===== src/design/lfsri_pkg.sv =====
`default_nettype none

package lfsri_pkg;

   localparam int LED_COUNT_DEF = 64;

   localparam int KIND_W       = 3;
   localparam int IDX_W        = 6;
   localparam int AMT_W        = 6;
   localparam int CH_W         = 8;
   localparam int PX_W         = 3 * CH_W;
   localparam int REQ_TDATA_W  = 40;
   localparam int RSP_TDATA_W  = 24;

   typedef enum logic [KIND_W-1:0] {
      KIND_WRITE      = 3'd0,
      KIND_READ       = 3'd1,
      KIND_SHIFT_UP   = 3'd2,
      KIND_SHIFT_DN   = 3'd3,
      KIND_ROT_DN     = 3'd4,
      KIND_ROT_UP     = 3'd5,
      KIND_INV_ONE    = 3'd6,
      KIND_INV_ALL    = 3'd7
   } kind_type;

   typedef enum logic [2:0] {
      ST_CLEAR,
      ST_IDLE,
      ST_PIX_RD,
      ST_PIX_WR,
      ST_COPY,
      ST_MOVE,
      ST_INV_ALL,
      ST_DONE
   } state_type;

   // Source lookup result handed from the address unit to the sequencer.
   typedef struct packed {
      logic black;
   } move_flags_type;

   // Channel-wise full-scale minus level, wrapping at 8 bits.
   function automatic logic [PX_W-1:0] invert_px(input logic [PX_W-1:0] px,
                                                  input logic [CH_W-1:0] mx);
      logic [CH_W-1:0] r;
      logic [CH_W-1:0] g;
      logic [CH_W-1:0] b;
      r = mx - px[23:16];
      g = mx - px[15:8];
      b = mx - px[7:0];
      return {r, g, b};
   endfunction

endpackage

`default_nettype wire


===== src/design/led_frame_shift_rotate_invert.sv =====
// Path from accept to result word: write or ignored move go straight to DONE; read and
// invert one pass through PIX_RD and PIX_WR; invert all makes an INV_ALL pass; shift and
// rotate make a COPY pass, then a MOVE pass. One command at a time; the next word is taken
// in the cycle after the result is loaded. Shift and rotate pass the frame twice through
// one read and one write port. Reset: synchronous; the frame store is cleared to black by
// a sweep over every pixel, during which req_tready stays low. channel_max resets to 255.
`default_nettype none

module led_frame_shift_rotate_invert #(
   parameter int LED_COUNT = lfsri_pkg::LED_COUNT_DEF
) (
   input  wire logic                                clock,
   input  wire logic                                reset,
   // Command channel.
   input  wire logic                                req_tvalid,
   output logic                                     req_tready,
   // pixel_index[5:0], amount[11:6], red_in[19:12], green_in[27:20], blue_in[35:28]
   input  wire logic [lfsri_pkg::REQ_TDATA_W-1:0]   req_tdata,
   // kind[2:0]
   input  wire logic [lfsri_pkg::KIND_W-1:0]        req_tuser,
   // Result channel.
   output logic                                     rsp_tvalid,
   input  wire logic                                rsp_tready,
   // red_out[7:0], green_out[15:8], blue_out[23:16]
   output logic      [lfsri_pkg::RSP_TDATA_W-1:0]   rsp_tdata,
   // ignored[0]
   output logic      [0:0]                          rsp_tuser,
   // channel_max write.
   input  wire logic                                csr_valid,
   output logic                                     csr_ready,
   input  wire logic [lfsri_pkg::CH_W-1:0]          csr_data
);

   localparam int AW = $clog2(LED_COUNT);
   localparam int CW = AW + 1;
   localparam int IW = (CW > lfsri_pkg::IDX_W) ? CW : lfsri_pkg::IDX_W;
   localparam logic [CW-1:0] NC = CW'(LED_COUNT);
   localparam logic [IW-1:0] NI = IW'(LED_COUNT);
   localparam int PXW = lfsri_pkg::PX_W;

   // ---------------------------------------------------------------- request decode
   lfsri_pkg::kind_type               req_kind;
   logic [lfsri_pkg::IDX_W-1:0]       req_idx;
   logic [lfsri_pkg::AMT_W-1:0]       req_amt;
   logic [PXW-1:0]                    req_rgb;
   logic [IW-1:0]                     req_idx_ext;
   logic [IW-1:0]                     req_amt_ext;
   logic                              req_idx_ok;
   logic                              req_amt_bad;

   assign req_kind    = lfsri_pkg::kind_type'(req_tuser);
   assign req_idx     = req_tdata[5:0];
   assign req_amt     = req_tdata[11:6];
   assign req_rgb     = {req_tdata[19:12], req_tdata[27:20], req_tdata[35:28]};
   assign req_idx_ext = IW'(req_idx);
   assign req_amt_ext = IW'(req_amt);
   assign req_idx_ok  = (req_idx_ext < NI);
   // Zero or out-of-frame amounts leave the frame alone and flag the result.
   assign req_amt_bad = (req_amt_ext == '0) || (req_amt_ext >= NI);

   // ---------------------------------------------------------------- registers
   lfsri_pkg::state_type        state_ff, state_in;
   logic [CW-1:0]               cnt_ff, cnt_in;
   lfsri_pkg::kind_type         kind_ff, kind_in;
   logic [lfsri_pkg::IDX_W-1:0] idx_ff, idx_in;
   logic                        idx_ok_ff, idx_ok_in;
   logic [CW-1:0]               amt_ff, amt_in;
   logic                        blk_ff, blk_in;
   logic [PXW-1:0]              res_px_ff, res_px_in;
   logic                        res_ign_ff, res_ign_in;
   logic                        rsp_valid_ff, rsp_valid_in;
   logic [PXW-1:0]              rsp_px_ff, rsp_px_in;
   logic                        rsp_ign_ff, rsp_ign_in;
   logic [lfsri_pkg::CH_W-1:0]  cmax_ff, cmax_in;

   // ---------------------------------------------------------------- memory ports
   logic           st_we;
   logic [AW-1:0]  st_waddr;
   logic [PXW-1:0] st_wdata;
   logic [AW-1:0]  st_raddr;
   logic [PXW-1:0] st_rdata;
   logic           sc_we;
   logic [PXW-1:0] sc_rdata;

   logic [CW-1:0]  cnt_m1;
   logic [AW-1:0]  wr_pos;
   logic [IW-1:0]  idx_ext;
   logic [AW-1:0]  idx_addr;
   logic           pass_end;

   logic [AW-1:0]               src;
   lfsri_pkg::move_flags_type   mflags;

   assign cnt_m1   = cnt_ff - CW'(1);
   // Writes go to the previous position because of the registered read port.
   assign wr_pos   = cnt_m1[AW-1:0];
   assign idx_ext  = IW'(idx_ff);
   assign idx_addr = idx_ext[AW-1:0];
   assign pass_end = (cnt_ff == NC);

   // Frame store.
   lfsri_ram #(
      .WIDTH (PXW),
      .DEPTH (LED_COUNT)
   ) u_store (
      .clock   (clock),
      .wr_en   (st_we),
      .wr_addr (st_waddr),
      .wr_data (st_wdata),
      .rd_addr (st_raddr),
      .rd_data (st_rdata)
   );

   // Snapshot of the frame taken before a shift or rotate.
   lfsri_ram #(
      .WIDTH (PXW),
      .DEPTH (LED_COUNT)
   ) u_scratch (
      .clock   (clock),
      .wr_en   (sc_we),
      .wr_addr (wr_pos),
      .wr_data (st_rdata),
      .rd_addr (src),
      .rd_data (sc_rdata)
   );

   // Shared source-position unit: one add, one subtract and two compares per pixel, plus a wrap correction for rotates.
   lfsri_move_unit #(
      .LED_COUNT (LED_COUNT)
   ) u_move (
      .kind  (kind_ff),
      .amt   (amt_ff),
      .pos   (cnt_ff[AW-1:0]),
      .src   (src),
      .flags (mflags)
   );

   // ---------------------------------------------------------------- sequencer
   always_ff @(posedge clock) begin
      if (reset) begin
         state_ff     <= lfsri_pkg::ST_CLEAR;
         cnt_ff       <= '0;
         rsp_valid_ff <= 1'b0;
         cmax_ff      <= '1;
      end else begin
         state_ff     <= state_in;
         cnt_ff       <= cnt_in;
         rsp_valid_ff <= rsp_valid_in;
         cmax_ff      <= cmax_in;
      end
   end

   // Payload: no reset needed.
   always_ff @(posedge clock) begin
      kind_ff    <= kind_in;
      idx_ff     <= idx_in;
      idx_ok_ff  <= idx_ok_in;
      amt_ff     <= amt_in;
      blk_ff     <= blk_in;
      res_px_ff  <= res_px_in;
      res_ign_ff <= res_ign_in;
      rsp_px_ff  <= rsp_px_in;
      rsp_ign_ff <= rsp_ign_in;
   end

   always_comb begin
      state_in   = state_ff;
      cnt_in     = cnt_ff;
      kind_in    = kind_ff;
      idx_in     = idx_ff;
      idx_ok_in  = idx_ok_ff;
      amt_in     = amt_ff;
      blk_in     = blk_ff;
      res_px_in  = res_px_ff;
      res_ign_in = res_ign_ff;
      rsp_valid_in = rsp_valid_ff && !rsp_tready;
      rsp_px_in  = rsp_px_ff;
      rsp_ign_in = rsp_ign_ff;
      cmax_in    = (csr_valid && csr_ready) ? csr_data : cmax_ff;

      req_tready = 1'b0;
      st_we      = 1'b0;
      st_waddr   = wr_pos;
      st_wdata   = '0;
      st_raddr   = cnt_ff[AW-1:0];
      sc_we      = 1'b0;

      case (state_ff)
         lfsri_pkg::ST_CLEAR: begin
            // Sweep the store to black, one pixel per cycle.
            st_we    = 1'b1;
            st_waddr = cnt_ff[AW-1:0];
            if (cnt_ff == NC - CW'(1)) begin
               cnt_in   = '0;
               state_in = lfsri_pkg::ST_IDLE;
            end else begin
               cnt_in = cnt_ff + CW'(1);
            end
         end
         lfsri_pkg::ST_IDLE: begin
            req_tready = 1'b1;
            if (req_tvalid) begin
               kind_in    = req_kind;
               idx_in     = req_idx;
               idx_ok_in  = req_idx_ok;
               amt_in     = req_amt_ext[CW-1:0];
               res_px_in  = '0;
               res_ign_in = 1'b0;
               cnt_in     = '0;
               if (req_kind inside {lfsri_pkg::KIND_SHIFT_UP, lfsri_pkg::KIND_SHIFT_DN,
                                    lfsri_pkg::KIND_ROT_DN, lfsri_pkg::KIND_ROT_UP}) begin
                  if (req_amt_bad) begin
                     res_ign_in = 1'b1;
                     state_in   = lfsri_pkg::ST_DONE;
                  end else begin
                     state_in = lfsri_pkg::ST_COPY;
                  end
               end else begin
                  case (req_kind)
                     lfsri_pkg::KIND_WRITE: begin
                        // Write straight from the request word.
                        st_we    = req_idx_ok;
                        st_waddr = req_idx_ext[AW-1:0];
                        st_wdata = req_rgb;
                        state_in = lfsri_pkg::ST_DONE;
                     end
                     lfsri_pkg::KIND_INV_ALL: begin
                        state_in = lfsri_pkg::ST_INV_ALL;
                     end
                     default: begin
                        // Read and invert one both fetch the pixel first.
                        state_in = lfsri_pkg::ST_PIX_RD;
                     end
                  endcase
               end
            end
         end
         lfsri_pkg::ST_PIX_RD: begin
            st_raddr = idx_addr;
            state_in = lfsri_pkg::ST_PIX_WR;
         end
         lfsri_pkg::ST_PIX_WR: begin
            if (kind_ff == lfsri_pkg::KIND_READ) begin
               res_px_in = idx_ok_ff ? st_rdata : '0;
            end else begin
               st_we    = idx_ok_ff;
               st_waddr = idx_addr;
               st_wdata = lfsri_pkg::invert_px(st_rdata, cmax_ff);
            end
            state_in = lfsri_pkg::ST_DONE;
         end
         lfsri_pkg::ST_COPY: begin
            // Stream the store into the snapshot.
            sc_we = (cnt_ff != '0);
            if (pass_end) begin
               cnt_in   = '0;
               state_in = lfsri_pkg::ST_MOVE;
            end else begin
               cnt_in = cnt_ff + CW'(1);
            end
         end
         lfsri_pkg::ST_MOVE: begin
            // Fetch the source pixel for this position; write the previous one back.
            blk_in   = mflags.black;
            st_we    = (cnt_ff != '0);
            st_wdata = blk_ff ? '0 : sc_rdata;
            if (pass_end) begin
               cnt_in   = '0;
               state_in = lfsri_pkg::ST_DONE;
            end else begin
               cnt_in = cnt_ff + CW'(1);
            end
         end
         lfsri_pkg::ST_INV_ALL: begin
            // Read pixel i while writing back inverted pixel i-1.
            st_we    = (cnt_ff != '0);
            st_wdata = lfsri_pkg::invert_px(st_rdata, cmax_ff);
            if (pass_end) begin
               cnt_in   = '0;
               state_in = lfsri_pkg::ST_DONE;
            end else begin
               cnt_in = cnt_ff + CW'(1);
            end
         end
         lfsri_pkg::ST_DONE: begin
            // Hold until the output register is free.
            if (!rsp_valid_ff || rsp_tready) begin
               rsp_valid_in = 1'b1;
               rsp_px_in    = res_px_ff;
               rsp_ign_in   = res_ign_ff;
               state_in     = lfsri_pkg::ST_IDLE;
            end
         end
         default: begin
            state_in = lfsri_pkg::ST_IDLE;
         end
      endcase
   end

   assign csr_ready  = 1'b1;
   assign rsp_tvalid = rsp_valid_ff;
   assign rsp_tdata  = {rsp_px_ff[7:0], rsp_px_ff[15:8], rsp_px_ff[23:16]};
   assign rsp_tuser  = rsp_ign_ff;

endmodule

`default_nettype wire


===== src/design/lfsri_ram.sv =====
`default_nettype none

module lfsri_ram #(
   parameter int WIDTH = 24,
   parameter int DEPTH = 64
) (
   input  wire logic                     clock,
   input  wire logic                     wr_en,
   input  wire logic [$clog2(DEPTH)-1:0] wr_addr,
   input  wire logic [WIDTH-1:0]         wr_data,
   input  wire logic [$clog2(DEPTH)-1:0] rd_addr,
   output logic      [WIDTH-1:0]         rd_data
);

   logic [WIDTH-1:0] mem [DEPTH];
   logic [WIDTH-1:0] rd_data_ff;

   always_ff @(posedge clock) begin
      if (wr_en) begin
         mem[wr_addr] <= wr_data;
      end
      rd_data_ff <= mem[rd_addr];
   end

   assign rd_data = rd_data_ff;

endmodule

`default_nettype wire


===== src/design/lfsri_move_unit.sv =====
`default_nettype none

module lfsri_move_unit #(
   parameter int LED_COUNT = lfsri_pkg::LED_COUNT_DEF
) (
   input  wire lfsri_pkg::kind_type               kind,
   input  wire logic [$clog2(LED_COUNT):0]        amt,
   input  wire logic [$clog2(LED_COUNT)-1:0]      pos,
   output logic      [$clog2(LED_COUNT)-1:0]      src,
   output lfsri_pkg::move_flags_type              flags
);

   localparam int AW = $clog2(LED_COUNT);
   localparam int CW = AW + 1;
   localparam logic [CW-1:0] NC = CW'(LED_COUNT);

   logic [CW-1:0] pos_e;
   logic [CW-1:0] sum;
   logic [CW-1:0] dif;
   logic [CW-1:0] src_full;
   logic          lt;
   logic          ge;

   assign pos_e = {1'b0, pos};
   assign sum   = pos_e + amt;
   assign dif   = pos_e - amt;
   assign lt    = (pos_e < amt);
   assign ge    = (sum >= NC);

   always_comb begin
      src_full    = pos_e;
      flags.black = 1'b0;
      case (kind)
         lfsri_pkg::KIND_SHIFT_UP: begin
            src_full    = dif;
            flags.black = lt;
         end
         lfsri_pkg::KIND_SHIFT_DN: begin
            src_full    = sum;
            flags.black = ge;
         end
         lfsri_pkg::KIND_ROT_DN: begin
            src_full   = ge ? (sum - NC) : sum;
         end
         lfsri_pkg::KIND_ROT_UP: begin
            src_full   = lt ? (dif + NC) : dif;
         end
         default: begin
            src_full = pos_e;
         end
      endcase
   end

   assign src = src_full[AW-1:0];

endmodule

`default_nettype wire


===== config.mk =====
export PLATFORM = sky130hd
export DESIGN_NAME = led_frame_shift_rotate_invert
export DESIGN_NICKNAME = d
export VERILOG_FILES = /design/src/design/lfsri_pkg.sv /design/src/design/led_frame_shift_rotate_invert.sv /design/src/design/lfsri_ram.sv /design/src/design/lfsri_move_unit.sv
export SDC_FILE = /design/constraint.sdc
export NUM_CORES = 2
export LEC_CHECK = 0
export BUFFER_PORTS_ARGS = -buffer_cell sky130_fd_sc_hd__buf_2
export CORE_MARGIN = 3
export CORE_UTILIZATION = 45
export CTS_BUF_LIST = sky130_fd_sc_hd__clkbuf_16
export CTS_CLUSTER_DIAMETER = 150
export CTS_CLUSTER_SIZE = 40
export DETAILED_ROUTE_END_ITERATION = 12
export PLACE_DENSITY_LB_ADDON = 0.08
export SYNTH_ARGS = -nofsm -noshare
export SYNTH_HDL_FRONTEND = slang
export SYNTH_SLANG_ARGS = --single-unit

===== constraint.sdc =====
create_clock -name clock -period 6 [get_ports clock]
set_clock_uncertainty 0.15 [all_clocks]
set_input_delay 0.9 -clock clock [delete_from_list [all_inputs] [get_ports clock]]
set_output_delay 0.9 -clock clock [all_outputs]
set_load 0.02 [all_outputs]

==> results by group <==
Route
  – Drc violations: 0
  – Wire per inst: 32.2 µm
  – Via count: 65100
  – Via density: 5.95
  – Routed Antenna Nets: 0
  – Routed Wire Length: 353 mm
  – First drt pass iteration count: 6
  – Initial detailed-routing violation count: roughly 7500

Floorplan
  – # rows: 192
  – Initial Util: 45.4%
  – Die X: 533 µm
  – Die area: about 280000 µm²
  – Core area: between 200000 and 300000 µm²
  – Chip Height: about 530 µm
  – Boundary Pins: 84

Critical path
  – R2R Path End: u_scratch.rd_data[5]$_DFF_P_
  – Crit path DAT: 5.57 ns
  – Crit-path max FO: 13
  – Crit Path Category: register to register
  – Worst setup path start: cnt_ff[1]$_SDFFE_PP0P_
  – CP max stage delay: roughly 0.83 ns
  – CP Cell Sequence: inv_1, fa_1, nor3_1, a211o_1, a221oi_1, nor2_1, nand2_1, o32ai_1, or3_1, nand4_1
  – Worst r2r src: cnt_ff[1]$_SDFFE_PP0P_
  – Worst Setup End Kind: register
  – Crit path capture: u_scratch.rd_data[5]$_DFF_P_
  – Setup crit start kind: register
  – CP max stage cell: nor2_1
  – FF-to-FF setup slack: 0.95 ns
  – R2R depth: 10
  – Required time worst endpoint: 6.52 ns

Cells and area
  – Final net count: 7288
  – Final Cell Area: 135000 µm²
  – Area grow syn2layout: 7.82%
  – Commonest non-fill, non-tap cell in the layout: edfxtp_1
  – Most frequent cells in the layout: edfxtp_1 (3138), nand2_1 (1193), mux4_2 (497)
  – Layout cells sized above 1: 16.9%

Hold path
  – HP Class: primary input to register
  – Hold path start: csr_data[5]

Pwr
  – Net Sw Power: 19.7 mW
  – Clk pwr share: 16.4%
  – Sw Ratio: 35.2%
  – Power share of the combinational group: 33.1%
  – Leakage power: roughly 40 nW
  – Internal: 36.2 mW
  – Seq pwr share: between 50% and 60%
  – Power Density: around 410 nW/µm²
  – Maximum VDD drop: between 0.3 and 0.4 mV

Place
  – Hpwl dp: about 210 mm
  – DP Area: about 130000 µm²
  – IO Port Bufs: 78
  – GP Congestion: 0.852

Synthesis
  – Simple-gate area share of the yosys netlist: under 10%
  – Synth Flop Type: edfxtp_1
  – Yosys warning total: 0
  – Main combinational cell family by area after synthesis: multiplexers
  – Fraction of the yosys area taken by sequential cells: about 76%
  – Synthesized area: 125000 µm²
  – Synth Area in Adders: less than 1%
  – Multiplexer area fraction after synthesis: 10.6%
  – Cells after synthesis: 7096
  – Ys async rst share: 0%
  – Distinct cell type count after synthesis: 72
  – Syn_area_per_cell: 17.6 µm²
  – Number of synthesized flops with an enable pin: 3138
  – Syn nets: 7193
  – Synth Area in Compound Gates: under 10%
  – Xor and xnor area share after synthesis: 0.237%
  – Flops & latches, synth: 3205

STA
  – Min Tclk post-route: ~5.0 ns
  – Final Max Slew Viols: 0
  – Least-Margin Pin Slew: 1.24 ns
  – Slew Limit Headroom: 16.7%
  – Setup TNS: 0 ns
  – RSZ-0062 raised after global routing: false
  – Final Hold Fails: 0
  – Max frequency: 198 MHz
  – Tcrit/Tclk final: 84.2%
  – Setup violators final: 0

Clocking
  – Worst-path clk slew: approximately 0.14 ns
  – CTS hold repair buffers: 0
  – Clk Latency, worst-skew pair: approximately 0.82 ns
  – CTS max path bufs: 3
  – Count of clock tree sinks: 3205
  – TritonCTS clock tree: yes
  – Clk root buf: clkbuf_16
  – Post_cts resized: 0
  – Postcts setup bufs: 0
  – CTS Buf Count: 90
  – H-tree depth: 3

Global routing
  – Largest net degree at the start of global routing: 95
  – Overall Global Routing Usage: 24.4%
  – Number of antenna violations at the first check in global routing: 20
  – Global-route wire length before repair: 494 mm
  – Vias in the first global route: 62800
  – GRT Residual Overflow: 0

Run
  – Max-Cap Viols: 0

Run status
  – Status: complete, no violations
==> cells in the mapped netlist, drive strengths merged, types with 14 or more instances <==
| cell | number | area (µm²) |
|---|---|---|
| nand4 | 14 | 87.6 |
| edfxtp | 3138 | 94200 |
| o32ai | 23 | 201 |
| a32o | 36 | 360 |
| ha | 36 | 450 |
| inv | 42 | 158 |
| nand3 | 368 | 1840 |
| nor3 | 70 | 350 |
| buf | 217 | 1070 |
| dfxtp | 67 | 1340 |
| xnor2 | 23 | 201 |
| o22ai | 110 | 688 |
| a311oi | 91 | 797 |
| and3 | 135 | 845 |
| a21o | 24 | 180 |
| a21oi | 80 | 404 |
| o31ai | 14 | 105 |
| mux2i | 203 | 2030 |
| a22oi | 43 | 323 |
| or4 | 25 | 188 |
| a31oi | 57 | 357 |
| mux4 | 497 | 11200 |
| clkbuf | 196 | 736 |
| a211oi | 16 | 120 |
| o21ai | 61 | 305 |
| nor2 | 155 | 582 |
| nand2 | 1195 | 4490 |
| and2 | 15 | 93.8 |
| or3 | 21 | 131 |
==> power by group through the flow <==
stage / clock network (mW) / registers [mW] / logic, mW
after floorplan: 0 / 29.0 / 10.3
after global placement: 0 / 28.6 / 18.6
after detailed placement: 0 / 28.7 / 18.8
after CTS: 9.43 / 28.2 / 18.8
after global routing: 10.1 / 28.3 / 19.7
final: 9.18 / 28.2 / 18.5
==> metal layers <==
metal	track usage, %	wire length, µm	vias up
met3	2.56	19500	332
met5	0	0	-
met2	39.9	173000	2007
li1	-	-	28000
met4	8.93	14700	0
met1	34.2	146000	34800
==> flip-flops by register name, indices dropped and copies added, names as in the netlist <==
signal / count
res_ign_ff: 1
rsp_px_ff: 24
u_store.mem: 1536
u_store.rd_data: 24
idx_addr: 6
state_ff: 3
rsp_tvalid: 1
cmax_ff: 8
kind_ff: 3
u_scratch.rd_data: 24
amt_ff: 6
u_scratch.mem: 1536
blk_ff: 1
res_px_ff: 24
rsp_tuser: 1
cnt_ff: 7
==> logic make-up after synthesis <==
kind of cell	count (synthesis)
flops	3205
compound gates	605
mux	703
xor+xnor	33
simple gates	2052
buf+inv	456
fa+ha+maj	41
other cells	1
==> worst max-delay path: cells and delay by family (launching register included) <==
| kind | cells | cell delay [ns] |
|---|---|---|
| adders and majority gates | 1 | 0.51 |
| DFF | 1 | 0.61 |
| and+or+nand+nor | 5 | 2.20 |
| AOI/OAI and AO/OA | 3 | 1.19 |
| buffers and inverters | 1 | 0.25 |
==> how the worst min path moves through the flow <==
stage,slack [ns],depth (start not counted),to
2_1_floorplan,0.25,0,rsp_px_ff[0]$_DFFE_PP_
3_3_place_gp,0.25,0,rsp_px_ff[12]$_DFFE_PP_
3_5_place_dp,0.25,0,rsp_px_ff[11]$_DFFE_PP_
4_1_cts,0.12,3,cmax_ff[5]$_SDFFE_PP1P_
5_1_grt,0.13,3,cmax_ff[5]$_SDFFE_PP1P_
6_report,0.18,3,cmax_ff[5]$_SDFFE_PP1P_
==> stage by stage <==
step                setup WS [ns]  power, mW  util, %  std cells  hold WS, ns
floorplan                 0.00927       39.2        -       7096        0.250
global placement             1.03       47.3     48.1      10800        0.253
detailed placement           1.00       47.5     48.1      10800        0.255
CTS                         0.975       56.5     49.0      10900        0.117
global route                0.786       58.1     49.0      10900        0.133
finish                      0.950       55.9     49.0      10900        0.177
==> cell type report <==
class                           instances  area (µm²)
Inverter                               43         161
Fill cell                           22900      140000
Timing Repair Buffer                  416        3490
Tap cell                             3686        4610
Antenna cell                           17        42.5
Sequential cell                      3205       95600
Clock buffer                           92        2300
Clock inverter                         48         228
Multi-Input combinational cell       3435       28300
(Power assumes the default switching activity.)
